===== config.mk =====
export PLATFORM = sky130hd
export DESIGN_NAME = morse_code_keyer_unit
export DESIGN_NICKNAME = d
export VERILOG_FILES = /design/src/mck_pkg.sv /design/src/mck_front.sv /design/src/mck_queue.sv /design/src/mck_back.sv /design/src/morse_code_keyer_unit.sv
export VERILOG_INCLUDE_DIRS = /design/src /design/src/src
export SDC_FILE = /design/constraint.sdc
export NUM_CORES = 1
export LEC_CHECK = 0
export BUFFER_PORTS_ARGS = -buffer_cell sky130_fd_sc_hd__buf_2
export CAP_MARGIN = 0
export CORE_MARGIN = 4
export CORE_UTILIZATION = 35
export DETAILED_ROUTE_END_ITERATION = 10
export PLACE_DENSITY = 0.59
export RECOVER_POWER = 100
export REMOVE_ABC_BUFFERS = 1
export SYNTH_ARGS = -nofsm -noshare
export SYNTH_HDL_FRONTEND = slang
export SYNTH_SLANG_ARGS = --single-unit

===== constraint.sdc =====
create_clock -name clk -period 3.3 [get_ports clk]
set_clock_uncertainty 0.15 [all_clocks]
set_input_delay 0.66 -clock clk [delete_from_list [all_inputs] [get_ports clk]]
set_output_delay 0.66 -clock clk [all_outputs]
set_load 0.03 [all_outputs]

===== src/morse_code_keyer_unit_defines.svh =====
// assertion macros for the morse code keyer unit
// expects signals named clk and rst in the module that uses them
`ifndef MORSE_CODE_KEYER_UNIT_DEFINES_SVH
`define MORSE_CODE_KEYER_UNIT_DEFINES_SVH

`ifndef SYNTH
`define MCKU_ASSERT(lbl, prop, msg) \
  lbl: assert property (@(posedge clk) disable iff (rst) (prop)) else $error(msg);
`define MCKU_ASSERT_IMP(lbl, ante, cons, msg) \
  lbl: assert property (@(posedge clk) disable iff (rst) (ante) |-> (cons)) else $error(msg);
`else
`define MCKU_ASSERT(lbl, prop, msg)
`define MCKU_ASSERT_IMP(lbl, ante, cons, msg)
`endif

`endif


===== src/mck_pkg.sv =====
// shared types, constants and the character classifier for the morse keyer
// used by every module of the block; no dependencies
package mck_pkg;

  localparam int DUR_W       = 16;
  localparam int CFG_IDX_W   = 3;
  localparam int ELEM_W      = 3;
  localparam int PAT_W       = 5;
  localparam int QUEUE_DEPTH = 2;
  localparam int QUEUE_PTR_W = 1;
  localparam int QUEUE_CNT_W = 2;

  localparam logic [CFG_IDX_W-1:0] REG_DOT_ON      = 3'd0;
  localparam logic [CFG_IDX_W-1:0] REG_DASH_ON     = 3'd1;
  localparam logic [CFG_IDX_W-1:0] REG_ELEMENT_GAP = 3'd2;
  localparam logic [CFG_IDX_W-1:0] REG_LETTER_GAP  = 3'd3;
  localparam logic [CFG_IDX_W-1:0] REG_WORD_GAP    = 3'd4;

  localparam logic [DUR_W-1:0] DOT_ON_RESET      = 16'd200;
  localparam logic [DUR_W-1:0] DASH_ON_RESET     = 16'd600;
  localparam logic [DUR_W-1:0] ELEMENT_GAP_RESET = 16'd200;
  localparam logic [DUR_W-1:0] LETTER_GAP_RESET  = 16'd600;
  localparam logic [DUR_W-1:0] WORD_GAP_RESET    = 16'd1400;

  localparam logic [7:0] CHAR_SPACE = 8'h20;
  localparam logic [7:0] CHAR_UPPER_A = 8'h41;
  localparam logic [7:0] CHAR_UPPER_Z = 8'h5a;
  localparam logic [7:0] CHAR_LOWER_A = 8'h61;
  localparam logic [7:0] CHAR_LOWER_Z = 8'h7a;
  localparam logic [7:0] CHAR_DIGIT_0 = 8'h30;
  localparam logic [7:0] CHAR_DIGIT_9 = 8'h39;

  typedef enum logic [1:0] {
    KIND_CHAR,
    KIND_SPACE,
    KIND_OTHER
  } kind_t;

  // pattern bit i set means element i is a dash
  typedef struct packed {
    logic [ELEM_W-1:0] len;
    logic [PAT_W-1:0]  pattern;
  } morse_t;

  typedef struct packed {
    kind_t  kind;
    morse_t code;
  } desc_t;

  typedef struct packed {
    logic [DUR_W-1:0] dot_on;
    logic [DUR_W-1:0] dash_on;
    logic [DUR_W-1:0] element_gap;
    logic [DUR_W-1:0] letter_gap;
    logic [DUR_W-1:0] word_gap;
  } cfg_regs_t;

  typedef enum logic [2:0] {
    BK_IDLE,
    BK_ON,
    BK_GAP,
    BK_LETTER,
    BK_WORD
  } back_state_t;

  localparam morse_t LETTER_CODES [26] = '{
    '{3'd2, 5'd2},  '{3'd4, 5'd1},  '{3'd4, 5'd5},  '{3'd3, 5'd1},
    '{3'd1, 5'd0},  '{3'd4, 5'd4},  '{3'd3, 5'd3},  '{3'd4, 5'd0},
    '{3'd2, 5'd0},  '{3'd4, 5'd14}, '{3'd3, 5'd5},  '{3'd4, 5'd2},
    '{3'd2, 5'd3},  '{3'd2, 5'd1},  '{3'd3, 5'd7},  '{3'd4, 5'd6},
    '{3'd4, 5'd11}, '{3'd3, 5'd2},  '{3'd3, 5'd0},  '{3'd1, 5'd1},
    '{3'd3, 5'd4},  '{3'd4, 5'd8},  '{3'd3, 5'd6},  '{3'd4, 5'd9},
    '{3'd4, 5'd13}, '{3'd4, 5'd3}
  };

  localparam morse_t DIGIT_CODES [10] = '{
    '{3'd5, 5'd31}, '{3'd5, 5'd30}, '{3'd5, 5'd28}, '{3'd5, 5'd24},
    '{3'd5, 5'd16}, '{3'd5, 5'd0},  '{3'd5, 5'd1},  '{3'd5, 5'd3},
    '{3'd5, 5'd7},  '{3'd5, 5'd15}
  };

  function automatic desc_t classify(input logic [7:0] c);
    desc_t      d;
    logic [7:0] off;
    d.kind = KIND_OTHER;
    d.code = '0;
    off    = '0;
    if (c == CHAR_SPACE) begin
      d.kind = KIND_SPACE;
    end else if (c >= CHAR_UPPER_A && c <= CHAR_UPPER_Z) begin
      off    = c - CHAR_UPPER_A;
      d.kind = KIND_CHAR;
      d.code = LETTER_CODES[off[4:0]];
    end else if (c >= CHAR_LOWER_A && c <= CHAR_LOWER_Z) begin
      off    = c - CHAR_LOWER_A;
      d.kind = KIND_CHAR;
      d.code = LETTER_CODES[off[4:0]];
    end else if (c >= CHAR_DIGIT_0 && c <= CHAR_DIGIT_9) begin
      off    = c - CHAR_DIGIT_0;
      d.kind = KIND_CHAR;
      d.code = DIGIT_CODES[off[3:0]];
    end
    return d;
  endfunction

endpackage


===== src/mck_front.sv =====
// front end: takes character transfers and turns them into element descriptors
// depends on mck_pkg
module mck_front import mck_pkg::*; (
  input  logic       clk,
  input  logic       rst,
  input  logic       in_valid,
  output logic       in_ready,
  input  logic [7:0] char_code,
  output logic       push,
  output desc_t      push_data,
  input  logic       push_ready
);

  logic  stage_valid;
  desc_t stage_data;

  assign in_ready  = !stage_valid || push_ready;
  assign push      = stage_valid;
  assign push_data = stage_data;

  always_ff @(posedge clk) begin
    if (rst) begin
      stage_valid <= 1'b0;
    end else if (in_valid && in_ready) begin
      stage_valid <= 1'b1;
    end else if (push_ready) begin
      stage_valid <= 1'b0;
    end
  end

  always_ff @(posedge clk) begin
    if (in_valid && in_ready) begin
      stage_data <= classify(char_code);
    end
  end

endmodule


===== src/mck_queue.sv =====
// short descriptor queue between the front end and the segment sequencer
// depends on mck_pkg
module mck_queue import mck_pkg::*; (
  input  logic  clk,
  input  logic  rst,
  input  logic  push,
  input  desc_t push_data,
  output logic  push_ready,
  input  logic  pop,
  output logic  pop_valid,
  output desc_t pop_data
);

  desc_t                  entries [QUEUE_DEPTH];
  logic [QUEUE_PTR_W-1:0] wr_ptr;
  logic [QUEUE_PTR_W-1:0] rd_ptr;
  logic [QUEUE_CNT_W-1:0] count;
  logic                   do_push;
  logic                   do_pop;

  assign push_ready = (count != QUEUE_CNT_W'(QUEUE_DEPTH));
  assign pop_valid  = (count != '0);
  assign pop_data   = entries[rd_ptr];
  assign do_push    = push && push_ready;
  assign do_pop     = pop && pop_valid;

  function automatic logic [QUEUE_PTR_W-1:0] bump(input logic [QUEUE_PTR_W-1:0] p);
    return (p == QUEUE_PTR_W'(QUEUE_DEPTH - 1)) ? '0 : p + QUEUE_PTR_W'(1);
  endfunction

  always_ff @(posedge clk) begin
    if (rst) begin
      wr_ptr <= '0;
      rd_ptr <= '0;
      count  <= '0;
    end else begin
      if (do_push) begin
        wr_ptr <= bump(wr_ptr);
      end
      if (do_pop) begin
        rd_ptr <= bump(rd_ptr);
      end
      if (do_push && !do_pop) begin
        count <= count + QUEUE_CNT_W'(1);
      end else if (do_pop && !do_push) begin
        count <= count - QUEUE_CNT_W'(1);
      end
    end
  end

  always_ff @(posedge clk) begin
    if (do_push) begin
      entries[wr_ptr] <= push_data;
    end
  end

endmodule


===== src/mck_back.sv =====
// segment sequencer: walks one descriptor at a time and drives the output register
// depends on mck_pkg and the assertion macros header
`include "morse_code_keyer_unit_defines.svh"

module mck_back import mck_pkg::*; (
  input  logic             clk,
  input  logic             rst,
  input  cfg_regs_t        cfg,
  input  logic             q_valid,
  input  desc_t            q_data,
  output logic             q_pop,
  output logic             out_valid,
  input  logic             out_ready,
  output logic             led_level,
  output logic [DUR_W-1:0] duration_ms,
  output logic             last_segment
);

  back_state_t       state, state_next;
  desc_t             cur, cur_next;
  logic [ELEM_W-1:0] elem, elem_next;
  logic              load;
  logic              fetch;
  logic              seg_load;
  logic              seg_level;
  logic [DUR_W-1:0]  seg_dur;
  logic              seg_last;

  assign load = !out_valid || out_ready;

  always_ff @(posedge clk) begin
    if (rst) begin
      state     <= BK_IDLE;
      out_valid <= 1'b0;
    end else begin
      state <= state_next;
      if (seg_load) begin
        out_valid <= 1'b1;
      end else if (out_ready) begin
        out_valid <= 1'b0;
      end
    end
  end

  always_ff @(posedge clk) begin
    cur  <= cur_next;
    elem <= elem_next;
    if (seg_load) begin
      led_level    <= seg_level;
      duration_ms  <= seg_dur;
      last_segment <= seg_last;
    end
  end

  always_comb begin
    state_next = state;
    cur_next   = cur;
    elem_next  = elem;
    q_pop      = 1'b0;
    fetch      = 1'b0;
    seg_load   = 1'b0;
    seg_level  = 1'b0;
    seg_dur    = cfg.letter_gap;
    seg_last   = 1'b0;
    unique case (state)
      BK_IDLE: begin
        fetch = 1'b1;
      end
      BK_ON: begin
        if (load) begin
          seg_load   = 1'b1;
          seg_level  = 1'b1;
          seg_dur    = cur.code.pattern[elem] ? cfg.dash_on : cfg.dot_on;
          state_next = BK_GAP;
        end
      end
      BK_GAP: begin
        if (load) begin
          seg_load = 1'b1;
          seg_dur  = cfg.element_gap;
          if (elem + ELEM_W'(1) == cur.code.len) begin
            state_next = BK_LETTER;
          end else begin
            elem_next  = elem + ELEM_W'(1);
            state_next = BK_ON;
          end
        end
      end
      BK_LETTER: begin
        if (load) begin
          seg_load = 1'b1;
          seg_dur  = cfg.letter_gap;
          seg_last = 1'b1;
          fetch    = 1'b1;
        end
      end
      BK_WORD: begin
        if (load) begin
          seg_load = 1'b1;
          seg_dur  = cfg.word_gap;
          seg_last = 1'b1;
          fetch    = 1'b1;
        end
      end
      default: begin
        state_next = BK_IDLE;
      end
    endcase

    // the next character is taken from idle, or in the same cycle as the closing segment
    if (fetch) begin
      if (q_valid) begin
        q_pop     = 1'b1;
        cur_next  = q_data;
        elem_next = '0;
        unique case (q_data.kind)
          KIND_CHAR:  state_next = BK_ON;
          KIND_SPACE: state_next = BK_WORD;
          default:    state_next = BK_LETTER;
        endcase
      end else begin
        state_next = BK_IDLE;
      end
    end
  end

  `MCKU_ASSERT_IMP(a_pop_needs_data, q_pop, q_valid, "pop from empty queue")
  `MCKU_ASSERT_IMP(a_elem_in_range, state == BK_ON || state == BK_GAP, elem < cur.code.len && cur.kind == KIND_CHAR, "element index past pattern")
  `MCKU_ASSERT_IMP(a_on_not_last, out_valid && led_level, !last_segment, "on segment marked last")
  `MCKU_ASSERT_IMP(a_load_when_free, seg_load, !out_valid || out_ready, "output overwritten")

endmodule


===== src/morse_code_keyer_unit.sv =====
// top level of the morse code keyer: configuration registers, front end,
// descriptor queue and segment sequencer; depends on mck_pkg and the mck_* modules
//
// usage:
//   input channel  in_valid / in_ready with char_code, one ascii character per transfer
//   output channel out_valid / out_ready with led_level, duration_ms, last_segment,
//     one led segment per transfer; last_segment marks the final one of a character
//   config port    cfg_we / cfg_index / cfg_data, no read-back:
//     0 dot on, 1 dash on, 2 element gap, 3 letter gap, 4 word gap; others ignored
// timing:
//   a character with n elements gives 2n+1 segments, a space or unknown code one;
//   the sequencer issues one segment a cycle into the output register while
//   out_ready stays high
//   from idle, a character passes the front stage, the queue and the sequencer to the output register
//   a two-entry queue and a front stage let characters be taken while segments drain
// reset: rst is synchronous; it empties the queue and output and restores the
//   default durations 200, 600, 200, 600, 1400 ms
// stall: with out_ready low the segment holds, the sequencer waits, and in_ready
//   drops once the front stage and the queue are full
module morse_code_keyer_unit import mck_pkg::*; (
  input  logic                 clk,
  input  logic                 rst,
  input  logic                 in_valid,
  output logic                 in_ready,
  input  logic [7:0]           char_code,
  output logic                 out_valid,
  input  logic                 out_ready,
  output logic                 led_level,
  output logic [DUR_W-1:0]     duration_ms,
  output logic                 last_segment,
  input  logic                 cfg_we,
  input  logic [CFG_IDX_W-1:0] cfg_index,
  input  logic [DUR_W-1:0]     cfg_data
);

  cfg_regs_t cfg;
  logic      push;
  desc_t     push_data;
  logic      push_ready;
  logic      q_pop;
  logic      q_valid;
  desc_t     q_data;

  always_ff @(posedge clk) begin
    if (rst) begin
      cfg.dot_on      <= DOT_ON_RESET;
      cfg.dash_on     <= DASH_ON_RESET;
      cfg.element_gap <= ELEMENT_GAP_RESET;
      cfg.letter_gap  <= LETTER_GAP_RESET;
      cfg.word_gap    <= WORD_GAP_RESET;
    end else if (cfg_we) begin
      unique case (cfg_index)
        REG_DOT_ON:      cfg.dot_on      <= cfg_data;
        REG_DASH_ON:     cfg.dash_on     <= cfg_data;
        REG_ELEMENT_GAP: cfg.element_gap <= cfg_data;
        REG_LETTER_GAP:  cfg.letter_gap  <= cfg_data;
        REG_WORD_GAP:    cfg.word_gap    <= cfg_data;
        default: begin
        end
      endcase
    end
  end

  mck_front u_front (
    .clk        (clk),
    .rst        (rst),
    .in_valid   (in_valid),
    .in_ready   (in_ready),
    .char_code  (char_code),
    .push       (push),
    .push_data  (push_data),
    .push_ready (push_ready)
  );

  mck_queue u_queue (
    .clk        (clk),
    .rst        (rst),
    .push       (push),
    .push_data  (push_data),
    .push_ready (push_ready),
    .pop        (q_pop),
    .pop_valid  (q_valid),
    .pop_data   (q_data)
  );

  mck_back u_back (
    .clk          (clk),
    .rst          (rst),
    .cfg          (cfg),
    .q_valid      (q_valid),
    .q_data       (q_data),
    .q_pop        (q_pop),
    .out_valid    (out_valid),
    .out_ready    (out_ready),
    .led_level    (led_level),
    .duration_ms  (duration_ms),
    .last_segment (last_segment)
  );

endmodule

Word level (Yosys, flattened, before mapping):

Memory sizes are Yosys's and may differ from the RTL's. A register that Yosys moved wholly into a read port is not among the register bits.
Cells that the tools add are included.

* flip-flop bits (word level): 128
* RAM bits: 20
* memory bits (read-only): 640
* memories kept: 4

Memories
* (name not given): depth 32, bits a word 8, read ports 1, clocked after Yosys merged registers in 0, write ports 0, line mck_pkg.sv:93 `d.code = LETTER_CODES[off[4:0]];`
* (name not given): depth 32, bits a word 8, read ports 1, clocked after Yosys merged registers in 0, write ports 0, line mck_pkg.sv:97 `d.code = LETTER_CODES[off[4:0]];`
* (name not given): depth 16, bits a word 8, read ports 1, clocked after Yosys merged registers in 0, write ports 0, line mck_pkg.sv:101 `d.code = DIGIT_CODES[off[3:0]];`
* u_queue.entries: depth 2, bits a word 10, read ports 1, clocked after Yosys merged registers in 1, write ports 1, line mck_queue.sv:14 `desc_t entries [QUEUE_DEPTH];`

* add/sub/neg operators: 8
* order comparisons: 10
* eq/ne operators: 15
* muxes and demuxes: 45
* bitwise logic cells: 3
* reductions and logical operators: 32

Operators by type and width (count)
* $mux 16: 4
* $mux 8: 6
* $pmux 16 s3: 1
* $mux 3: 9
* $mux 9: 2
* $ge 8x7->1 const B: 2
* $le 8x7->1 const B: 2
* $mux 1: 15
* $eq 3x2->1 const B: 4
* $ge 6x6->1 const B: 2
* $not 5->6: 2
* $reduce_and 2->1: 6
* $mux 10: 1
* $sub 5x1->5 const B: 2
* $pmux 3 s3: 1
* $eq 8x6->1 const B: 1
* $ge 8x6->1 const B: 1
* $le 8x6->1 const B: 1
* $logic_and 1x1->1: 8
* $reduce_bool 2->1: 4
* $eq 3x1->1 const B: 2
* $eq 3x3->1 const B: 2
* $logic_not 3->1: 2
* $mux 2: 3
* other kinds (23): 30

Logic depth before layout (Yosys ltp):

Gate-level depths: netlist (run 1).

* depth after elaboration: 9
* gate-level depth with buffers: 12

Hierarchy:

Synthesis (run 1) repeated with hierarchy kept, for this count alone.

* cell total of the unflattened synthesis: 665
* area, all modules: 7490.9 um^2

By module, submodules not included
* morse_code_keyer_unit: times used 1, cells each 293, area each 3200.6 um^2
* mck_back: times used 1, cells each 155, area each 1980.6 um^2
* mck_front: times used 1, cells each 162, area each 1368.8 um^2
* mck_queue: times used 1, cells each 55, area each 940.9 um^2

Least setup slack after synthesis (run 1):

Ideal clock, no wire load.

* kind: input to register
* start point: in char_code[1]
* end point: reg u_front.stage_data, in the netlist u_front.push_data[6], data pin
* setup time: 0.261 ns
* arrival time: 2.850 ns
* required time: 2.889 ns
* slack: 0.040 ns
* stages on the path: 12
* path buffers: 4
* path through: buf_2 -> inv_1 -> ha_1 -> clkbuf_1 -> inv_1 -> ha_1 -> buf_2 -> buf_1 -> o21ai_0 -> a22oi_1 -> nor2_1 -> o311a_1

* word-level cells in the longest chain between the ends: 8
* elaborated cells between the ends (all ways): 28
* classes of those cells: 3 x add/sub; 6 x order compare; 1 x eq/ne; 9 x mux; 3 x bitwise; 3 x reduce/logical; 3 x memory

Ends and longest elaborated chain
* start: declaration: line morse_code_keyer_unit.sv:25 `input logic [7:0] char_code,`
* $sub 4x1->4: line mck_pkg.sv:99 `off = c - CHAR_DIGIT_0;`
* $not 4->5 (implied by the code): line mck_pkg.sv:101
* $mem_v2 16x8
* $mux 8 (implied by the code) (2 in a row): line mck_pkg.sv:101
* $mux 10: line mck_pkg.sv:98 `end else if (c >= CHAR_DIGIT_0 && c <= CHAR_DIGIT_9) begin`
* $mux 9: line mck_pkg.sv:94 `end else if (c >= CHAR_LOWER_A && c <= CHAR_LOWER_Z) begin`
* $mux 9: line mck_pkg.sv:90 `end else if (c >= CHAR_UPPER_A && c <= CHAR_UPPER_Z) begin`
* end signal: assignment: line mck_front.sv:33 `stage_data <= classify(char_code);`
* end: declaration: line mck_front.sv:15 `desc_t stage_data;`

Parallel ways exist; a longest one is shown, timed or not. The select of a mux whose other input is x is not followed.
A chain may end at the register's enable or synchronous reset.

Worst setup path after layout (run 1):

* start point: in char_code[1]
* end point: reg u_front.stage_data, in the netlist u_front.push_data[1], data pin

Same word-level chain as after synthesis.

==> results of run 1 <==
## sequential cells by signal (all words and copies together), names as in the netlist, named ones only
name	count
cfg	80
u_queue.entries	20
u_back.duration_ms	16
u_front.push_data	10
u_back.cur	8
u_back.elem	3
u_back.state	3
u_queue.count	2
u_back.last_segment	1
u_back.led_level	1
u_back.out_valid	1
u_front.push	1
u_queue.rd_ptr	1
u_queue.wr_ptr	1
## kinds of logic after synthesis
family / Yosys count / synth area share [%]
mux: 13 / 2.31
xor+xnor: 15 / 2.18
simple gates: 340 / 22.9
flops: 149 / 53.3
buf+inv: 59 / 3.95
compound gates: 145 / 13.5
fa+ha+maj: 10 / 1.88
## path summary, 6_finish.rpt
| kind | from | slack [ps] | endpoint | cells past startpoint |
|---|---|---|---|---|
| max | char_code[1] | 540 | u_front.push_data[1] | 10 |
| min | u_front.push_data[1] | 300 | u_queue.entries[1][1] | 0 |
| max reg2reg | u_back.state[0] | 580 | u_back.duration_ms[1] | 4 |
| min reg2reg | u_front.push_data[1] | 300 | u_queue.entries[1][1] | 0 |
## stage by stage
stage                     std cells  total power [mW]  worst slack [ps]  area (µm²)  utilization [%]
final                          1018              5.73               540        7700             41.1
after global routing           1018              6.02               331        7700             41.1
after CTS                      1018              5.83               725        7740             41.4
after detailed placement        986              3.90               274        7150             38.2
after global placement          986              3.88               303        7150             38.2
after floorplan                 683              3.36               323        6430                -
## cell type report
type	count	share of cell area, %
multi-input cells	523	37.2
clock inverters	11	1.54
clock buffers	21	6.13
well taps	234	3.80
repair buffers	69	4.70
inverters	11	0.536
flip-flops and latches	149	46.0
## power by group
group / internal, mW / switching (mW)
combinational: 0.436 / 0.950
clock: 1.18 / 0.745
sequential: 2.27 / 0.151
## critical path: cells and delay by family
| family | cells | cell delay [ps] |
|---|---|---|
| AO/OA/AOI/OAI | 2 | 260 |
| adder cells (fa/ha/maj) | 1 | 200 |
| buffers and inverters | 4 | 900 |
| AND/OR/NAND/NOR | 3 | 760 |
## synth_stat cells (all sizes together) (5+ instances only)
library cell	count
inv	11
nor2b	9
and3	5
clkbuf	29
o21ai	20
buf	19
nand3	26
mux2	9
edfxtp	56
a21oi	81
xor2	8
nor2	35
xnor2	6
a222oi	16
dfxtp	93
nand2	212
ha	10
nand3b	23
nor3	9
## placed cells by master (no fill, tap or decap), types with 4 or more instances in the layout
master | Yosys | final
nand2_1 | 212 | 212
buf_2 | 12 | 30
nand2b_1 | 4 | 4
clkbuf_16 | 0 | 18
and3_1 | 5 | 5
dfxtp_1 | 93 | 93
nor2b_1 | 9 | 9
a31oi_1 | 4 | 4
clkbuf_1 | 29 | 27
nor3_1 | 8 | 8
nand3_1 | 26 | 26
mux2_2 | 9 | 9
a222oi_1 | 16 | 16
edfxtp_1 | 56 | 56
nand3b_1 | 23 | 23
xor2_1 | 8 | 8
a21oi_1 | 80 | 80
nor2_1 | 35 | 35
buf_4 | 1 | 13
xnor2_1 | 6 | 6
inv_1 | 11 | 11
ha_1 | 10 | 10
o21ai_0 | 20 | 20
## routing by layer
metal / GRT usage (%) / routed length [µm] / up-vias
li1: - / - / 2629
met1: 21.2 / 7650 / 2538
met2: 23.5 / 7370 / 147
met3: 3.30 / 820 / 24
met4: 5.37 / 266 / 2
met5: 0 / 7 / -
==> run summary, run 1 <==
status -> finished with violations
violated checks -> max-capacitance violations, max-slew violations
setup TNS -> 0 ps
fmax -> 0.362 GHz
core area -> 0.0187 mm²
Congestion Overflow GR -> 0
area grow syn2layout -> 15.7%
number of setup buffers added after CTS -> 0
Min Hold Slack -> 295 ps
DRT Pass-1 Iters -> 5
post-layout min period -> 2760 ps
Setup CP Type -> in2reg
critical path arrival -> 2770 ps
pin count of the biggest net entering global routing -> 53
Routed Wire Length -> 16.1 mm
Synth area leaders -> dfxtp_1 (28%), edfxtp_1 (25%), nand2_1 (12%)
Async SR Flop Fraction -> 0%
register area -> 0.00354 mm²
# fillers -> 1855
ys flop type -> dfxtp_1
drt wl/cell -> 15.8 µm
CP max-delay cell -> nor4b_1
DRC errors left -> 0
worst skew pair latency -> 420 ps
number of DRC markers in iteration 0 -> 512
Clock Root Buffer -> clkbuf_16
Yosys top cell area share -> 28.0%
layout cells sized above 1 -> 11.6%
clk buf depth -> 2
Synth Cell Area -> 0.00665 mm²
Final #Nets -> 813
Least-Margin Pin Slew -> 1780 ps
synthesized instance count -> 731
PD cells -> 744 mW/mm²
Crit Path Max Fanout -> 13
Initial Util -> 35.6%
num rows -> 50
cts repair resizes -> 0
P_leak -> 2.81 nW
Seq cells post-synth -> 149
Ports -> 52
average size of a mapped cell -> 9.10 µm²
cell mode on critical path -> clkbuf_1
CTS tree -> yes
routed vias -> 5340
Hold Path Class -> reg2reg
biggest area consumer among synthesized cells -> dfxtp_1
CTS Hold Bufs -> 0
Post-synth EDFFs -> 56
Final Hold Violating Endpoints -> 0
Tcrit/Tclk final -> 83.6%
count of buffers from port buffering -> 51
Netlist cell types -> 55
Reg clk slew, reported paths -> 60 ps
worst vdd ir -> 0.366 mV
worst path required time -> 3310 ps
CTS buffer count -> 17
Slowest Stage Delay on Critical Path -> 440 ps
number of antenna violations at the first check in global routing -> 1
synthesis warning total -> 0
final setup fails -> 0
Detail Route Antenna Nets -> 0
ANT cells -> 0
Rel. slew slack -> -18.6%
GPL Wtd Cong -> 0.877
CP Launch Type -> input pin
Vias/cell -> 5.25
vias in the first global route -> 4936
die width -> 146 µm
area of the multi-input gates -> 0.00287 mm²
Seq/Total Area, Yosys -> 53.3%
Tot GR Track Use -> 15.2%
fin. max-slew vios -> 39
MaxCap Viol Count -> 1
Crit. End Element -> flip-flop
H-tree Lvls -> 4
Die Area -> 0.0213 mm²
unrepaired setup endpoints after global routing -> no
clock sinks -> 149
cells along the critical path -> buf_2, inv_1, ha_1, clkbuf_1, nor4b_1, nor2b_1, nor3_1, clkbuf_1, a31oi_1, o41ai_1
die height -> 146 µm
Final HPWL DP -> 10.3 mm
global-route wire length before repair -> 26.3 mm
Note: power is estimated with default switching activity, not from simulation.
==> run 2, diff against run 1 <==
ABC_AREA = 1   (was unset)
clock period = 2.3 ns   (was 3.3 ns; I/O delays follow)
==> run 2 against run 1 <==
The flow now finishes without violations. Cell count up 16%. Wire length up 1.1%. Worst hold slack worse by 150 ps. Register-to-register slack worse by 380 ps. Setup slack worse by 340 ps. Area after synthesis up 3.8%.
==> run summary, run 2 <==
Final HPWL DP -> 10.9 mm (+5.9%)
Congestion Overflow GR -> 0 (unchanged)
P_leak -> 3.38 nW (+20%)
number of setup buffers added after CTS -> 0 (unchanged)
Seq pwr share -> 37.4% (-4.8 points)
# fillers -> 1983 (+6.9%)
commonest non-fill, non-tap cell in the layout -> nand2_1
Rel. slew slack -> 20.0% (+39 points)
family with the most delay on the worst path -> simple AND/OR/NAND/NOR gates
Final #Nets -> 949 (+17%)
total power -> 9.50 mW (+66%)
Initial Util -> 35.5% (-0.072 points)
CP max-delay cell -> dfxtp_1
critical path arrival -> 2200 ps (-570 ps)
Synth Cell Area -> 0.00691 mm² (+3.8%)
Die Area -> 0.0220 mm² (+3.6%)
Hold Crit Start -> cfg_data[5]
vias in the first global route -> 5457 (+11%)
Detail Route Antenna Nets -> 0 (unchanged)
Seq/Total Area, Yosys -> 51.3% (-2.0 points)
Async SR Flop Fraction -> 0% (unchanged)
worst path required time -> 2390 ps (-920 ps)
Routed Wire Length -> 16.3 mm (+1.1%)
Synth area leaders -> dfxtp_1 (27%), edfxtp_1 (24%), nand2_1 (8.0%)
number of antenna violations at the first check in global routing -> 1 (unchanged)
final setup fails -> 0 (unchanged)
DRC errors left -> 0 (unchanged)
worst vdd ir -> 0.461 mV (+26%)
H-tree Lvls -> 4 (unchanged)
die height -> 148 µm (+1.8%)
routed vias -> 5669 (+6.2%)
top-count cell post-synth -> nand2_1
biggest regs -> cfg x80, u_queue.entries x20, u_back.duration_ms x16
register area -> 0.00354 mm² (about the same)
max reg flops -> 80 (unchanged)
average size of a mapped cell -> 8.17 µm² (-10%)
Clock Root Buffer -> clkbuf_16
Post-synth top cells -> nand2_1 (147), nor2_1 (107), dfxtp_1 (93)
Crit Reg-Reg Startpoint -> u_back.elem[0]
Biggest register -> cfg
CP Launch Type -> flip-flop
Ports -> 52 (unchanged)
cell mode on critical path -> nand2_1
fin. max-slew vios -> 0 (-100%)
Post-synth EDFFs -> 56 (unchanged)
post-layout min period -> 2100 ps
CP bufs+invs -> 0 (-4)
clk buf depth -> 2 (unchanged)
worst reg2reg endpoint -> u_back.duration_ms[3]
Seq cells post-synth -> 149 (unchanged)
layout cells sized above 1 -> 12.6% (+1.0 points)
CTS tree -> yes
Netlist cell types -> 35 (-36%)
Crit Path Max Fanout -> 17 (+4)
area of the multi-input gates -> 0.00279 mm² (-2.7%)
Gate power share -> 33.6% (+9.4 points)
PD cells -> 1190 mW/mm² (+59%)
MaxCap Viol Count -> 0 (-1)
area grow syn2layout -> 16.1%
DP Area -> 0.00752 mm² (+5.2%)
most frequent cells in the layout -> nand2_1 (147), nor2_1 (110), nand3_1 (92), dfxtp_1 (92), o21ai_0 (83)
NetSw -> 3.58 mW (+94%)
Hold Path End -> cfg[5]
Slowest Stage Delay on Critical Path -> 470 ps (+30 ps)
pin count of the biggest net entering global routing -> 52 (-1.9%)
number of DRC markers in iteration 0 -> 362 (-29%)
status -> finished, final reports clean
ANT cells -> 0 (unchanged)
clock share of power -> 29.0% (-4.6 points)
drt wl/cell -> 13.8 µm (-13%)
ys flop type -> dfxtp_1
CTS buffer count -> 17 (unchanged)
cts repair resizes -> 0 (unchanged)
Final Cell Area -> 0.00802 mm² (+4.1%)
clock sinks -> 149 (unchanged)
Final Hold Violating Endpoints -> 0 (unchanged)
Yosys top cell area share -> 27.0% (-1.0 points)
Cell Int Power -> 5.92 mW (+53%)
synthesized instance count -> 845 (+16%)
cells on worst reg2reg path -> 8 (+4)
Hold Path Class -> in2reg
cells along the critical path -> nand2_1, nand3_1, nand2_1, nand2_4, nand2_2, nand2_1, nand3_1, a21oi_1
Setup CP Type -> reg2reg
biggest area consumer among synthesized cells -> dfxtp_1
Min-Delay Path Depth -> 3 (+3)
Sw Ratio -> 37.7% (+5.4 points)
GPL Wtd Cong -> 0.827 (-5.8%)
Least-Margin Pin Slew -> 1200 ps (-579 ps)
DRT Pass-1 Iters -> 5 (unchanged)
register-to-register setup slack -> 200 ps (-380 ps)
placed cells -> 1153 (+17%)
Worst Setup SP -> u_back.elem[0]
setup TNS -> 0 ps (unchanged)
worst skew pair latency -> 420 ps (about the same)
num rows -> 51 (+2.0%)
count of buffers from port buffering -> 51 (unchanged)
Reg clk slew, reported paths -> 70 ps (about the same)
non-filler cells, final -> 1185 (+16%)
Vias/cell -> 4.78 (-8.8%)
Tcrit/Tclk final -> 91.5%
core area -> 0.0195 mm² (+4.0%)
CTS Hold Bufs -> 0 (unchanged)
unrepaired setup endpoints after global routing -> no
synthesis warning total -> 0 (unchanged)
Tot GR Track Use -> 15.3% (+0.070 points)
Crit. End Element -> flip-flop
global-route wire length before repair -> 27.3 mm (+4.0%)
fmax -> 0.475 GHz
die width -> 148 µm (+1.8%)
[run 2: cell types whose count changed in the layout (fill, tap and decap cells not counted), sizes merged, moves of 16 or more]
cell,before,now
a222oi,16,0
inv,16,94
nand2,212,155
nand3,26,92
nand3b,23,0
nor2,35,114
o21ai,20,93
[run 2: how the worst max path moves through the flow]
stage / end / slack, ps / cells after the start
floorplan: u_back.duration_ms[0] / -150 / 4
global placement: u_front.push_data[1] / -1 / 14
detailed placement: u_front.push_data[3] / -30 / 12
CTS: u_queue.count[1] / 220 / 10
global route: u_queue.count[1] / 9 / 11
finish: u_back.duration_ms[3] / 200 / 8
[run 2: power groups by stage]
stage | Sequential [mW] | Combinational, mW | Clock, mW
after floorplan | 3.93 | 1.90 | 0
after global routing | 3.60 | 3.63 | 2.92
after global placement | 3.60 | 3.31 | 0
after detailed placement | 3.61 | 3.33 | 0
after CTS | 3.55 | 3.35 | 2.80
final | 3.56 | 3.19 | 2.75
[run 2: layout make-up]
type	instances	area share, %
sequential	149	44.2
multi-input combinational	572	34.8
clock buffer	21	5.90
timing repair buffer	78	5.37
inverter	89	4.17
tap	265	4.14
clock inverter	11	1.39
[run 2: kinds of logic (layout without fill, tap and decap cells)]
kind of cell | Yosys count | after routing | synth area share (%)
mux | 8 | 8 | 1.30
flops | 149 | 149 | 51.3
buf+inv | 124 | 199 | 7.72
xor+xnor | 2 | 2 | 0.362
fa+ha+maj | 10 | 10 | 1.81
compound gates | 182 | 182 | 13.9
simple gates | 370 | 370 | 23.6
[run 2: per-stage QoR]
| stage | setup slack, ps | hold WS, ps | utilization (%) |
|---|---|---|---|
| after floorplan | -153 | 271 | - |
| after global placement | -1.16 | 272 | 38.7 |
| after global routing | 8.87 | 168 | 41.2 |
| final | 196 | 149 | 41.2 |
| after CTS | 220 | 137 | 41.7 |
| after detailed placement | -31.8 | 281 | 38.7 |
[run 2: worst register-to-register path, delay by kind of cell, from the launching register on]
kind            cells  cell delay (ps)
simple gates        7             1080
flops               1              470
compound gates      1              230
[run 2: routing by layer]
| metal | vias to the layer above | track usage (%) | wire length [µm] | part of all wire (%) |
|---|---|---|---|---|
| li1 | 2938 | - | - | - |
| met1 | 2586 | 20.9 | 7760 | 48 |
| met2 | 118 | 24.2 | 7610 | 47 |
| met3 | 25 | 3.29 | 652 | 4.0 |
| met4 | 2 | 5.03 | 278 | 1.7 |
| met5 | - | 0 | 7 | 0.043 |
==> run 3, diff against run 2 <==
--- a/config.mk
+++ b/config.mk
@@ -13,5 +13,5 @@
 export CORE_UTILIZATION = 35
 export DETAILED_ROUTE_END_ITERATION = 10
-export PLACE_DENSITY = 0.59
+export PLACE_DENSITY = 0.57
 export RECOVER_POWER = 100
 export REMOVE_ABC_BUFFERS = 1
==> constraint.sdc (replaced) <==
create_clock -name clk -period 2.6 [get_ports clk]
set_clock_uncertainty 0.15 [all_clocks]
set_input_delay 0.52 -clock clk [delete_from_list [all_inputs] [get_ports clk]]
set_output_delay 0.52 -clock clk [all_outputs]
set_load 0.02 [all_outputs]
==> run 3 against run 2 <==
First-iteration DRC count grew 12%. Setup slack gained 160 ps. Non-clock buffer count shrank 5. Wire length shrank 0.93%. Worst hold slack gained 54 ps. Final area shrank 0.16%. Clock power shrank 6%.
==> run summary, run 3 (synthesized netlist as in run 2, its figures left out) <==
Detail Route Antenna Nets -> 0 (unchanged)
clk buf depth -> 2 (unchanged)
MaxCap Viol Count -> 0 (unchanged)
Crit. End Element -> flip-flop
Congestion Overflow GR -> 0 (unchanged)
Tcrit/Tclk final -> 86.3% (-5.1 points)
post-layout min period -> 2240 ps (+141 ps)
routed vias -> 5636 (-0.58%)
worst skew pair latency -> 420 ps (about the same)
GPL Wtd Cong -> 0.851 (+3.0%)
final setup fails -> 0 (unchanged)
biggest regs -> cfg x80, u_queue.entries x20, u_back.duration_ms x16
vias in the first global route -> 5305 (-2.8%)
clock share of power -> 30.9% (+1.9 points)
ANT cells -> 0 (unchanged)
CTS tree -> yes
Rel. slew slack -> 14.3% (-5.7 points)
worst setup path end -> u_back.led_level
Tot GR Track Use -> 15.3% (about the same)
Clock Root Buffer -> clkbuf_16
Reg clk slew, reported paths -> 70 ps (about the same)
critical path arrival -> 2150 ps (-50 ps)
drt wl/cell -> 13.7 µm (-0.51%)
Worst Setup SP -> u_back.out_valid
count of buffers from port buffering -> 51 (unchanged)
number of antenna violations at the first check in global routing -> 0 (-1)
Min Hold Slack -> 203 ps (+54.4 ps)
Least-Margin Pin Slew -> 1290 ps (+85.6 ps)
worst path required time -> 2500 ps (+110 ps)
Slowest Stage Delay on Critical Path -> 420 ps (-50 ps)
Ports -> 52 (unchanged)
DRT Pass-1 Iters -> 6 (+1)
Sw Ratio -> 35.7% (-2.0 points)
layout cells sized above 1 -> 11.8% (-0.81 points)
H-tree Lvls -> 4 (unchanged)
Final Hold Violating Endpoints -> 0 (unchanged)
CP bufs+invs -> 3 (+3)
Seq pwr share -> 37.5% (about the same)
CP Launch Type -> flip-flop
Cell Int Power -> 5.40 mW (-8.8%)
Post-Route Utilization -> 41.1% (-0.064 points)
family with the most delay on the worst path -> buffers and inverters
core area -> 0.0195 mm² (unchanged)
most frequent cells in the layout -> nand2_1 (150), nor2_1 (110), dfxtp_1 (93), nand3_1 (91), o21ai_0 (83)
Hold Path Class -> in2reg
fin. max-slew vios -> 0 (unchanged)
NetSw -> 3.00 mW (-16%)
number of setup buffers added after CTS -> 0 (unchanged)
status -> finished, final reports clean
cells on worst reg2reg path -> 5 (-3)
total power -> 8.40 mW (-12%)
PD cells -> 1050 mW/mm² (-11%)
CTS Hold Bufs -> 0 (unchanged)
Die Area -> 0.0220 mm² (unchanged)
number of DRC markers in iteration 0 -> 405 (+12%)
worst reg2reg endpoint -> u_back.led_level
pin count of the biggest net entering global routing -> 45 (-13%)
Setup CP Type -> reg2reg
commonest non-fill, non-tap cell in the layout -> nand2_1
Initial Util -> 35.5% (unchanged)
Worst path depth -> 5 (-3)
Crit Reg-Reg Startpoint -> u_back.out_valid
area grow syn2layout -> 15.9%
global-route wire length before repair -> 27.2 mm (-0.33%)
die height -> 148 µm (unchanged)
clock sinks -> 149 (unchanged)
setup slack after layout -> 356 ps (+159 ps)
DRC errors left -> 0 (unchanged)
CTS buffer count -> 17 (unchanged)
Routed Wire Length -> 16.2 mm (-0.93%)
worst vdd ir -> 0.425 mV (-7.8%)
max reg flops -> 80 (unchanged)
register-to-register setup slack -> 360 ps (+160 ps)
cells along the critical path -> nand2_1, inv_1, clkbuf_2, nor2_1, clkbuf_1
Crit Path Max Fanout -> 15 (-2)
cts repair resizes -> 0 (unchanged)
unrepaired setup endpoints after global routing -> no
setup TNS -> 0 ps (unchanged)
P_leak -> 3.37 nW (-0.14%)
die width -> 148 µm (unchanged)
Final #Nets -> 944 (-0.53%)
post-place setup slack -> 91.1 ps (+123 ps)
num rows -> 51 (unchanged)
Vias/cell -> 4.78 (-0.16%)
CP max-delay cell -> clkbuf_1
fmax -> 0.446 GHz (-6.3%)
Biggest register -> cfg
Gate power share -> 31.6% (-2.0 points)
Final HPWL DP -> 10.8 mm (-0.64%)
-- run 3: changes by cell type in the layout (fill, tap and decap cells not counted), moves of 2 or more --
cell	delta
buf_4	-4
bufinv_16	+2
nand2_1	+3
nand2_2	-3
-- run 3: metrics by stage --
step	instance area, µm²	std cells
3_5_place_dp	7470	1148
2_1_floorplan	6710	810
4_1_cts	8100	1180
5_1_grt	8000	1180
6_report	8000	1180
3_3_place_gp	7470	1148
-- run 3: tightest hold or removal path: stages --
cell	delay, ps
buf_2	120
nand2_1	60
nand3_1	50
-- run 3: how the worst min path moves through the flow --
stage | from | end | slack [ps] | cells past startpoint
floorplan | u_front.push_data[0] | u_queue.entries[0][0] | 270 | 0
detailed placement | u_front.push_data[8] | u_queue.entries[1][8] | 280 | 0
global placement | u_front.push_data[3] | u_queue.entries[1][3] | 270 | 0
finish | cfg_data[5] | cfg[5] | 200 | 3
global route | cfg_data[5] | cfg[5] | 200 | 3
CTS | cfg_data[5] | cfg[5] | 190 | 3
-- run 3: final cells by class --
type                            count  area (µm²)
Sequential cell                   149        3540
Timing Repair Buffer               73         380
Fill cell                        1979       11500
Multi-Input combinational cell    572        2790
Tap cell                          265         332
Clock buffer                       22         485
Clock inverter                     10         141
Inverter                           89         334
-- run 3: power groups by stage --
stage / registers, mW / logic (mW) / clock network, mW
2_1_floorplan: 3.37 / 1.68 / 0
3_3_place_gp: 3.19 / 2.81 / 0
3_5_place_dp: 3.20 / 2.81 / 0
4_1_cts: 3.15 / 2.82 / 2.64
5_1_grt: 3.20 / 3.04 / 2.74
6_report: 3.15 / 2.66 / 2.59
-- run 3: layer usage --
| layer | vias up | global-route usage [%] | share of wire (%) |
|---|---|---|---|
| li1 | 2931 | - | - |
| met1 | 2569 | 22.3 | 50 |
| met2 | 117 | 22.6 | 44 |
| met3 | 19 | 3.63 | 4.1 |
| met4 | 0 | 4.57 | 1.6 |
| met5 | - | 0 | 0 |
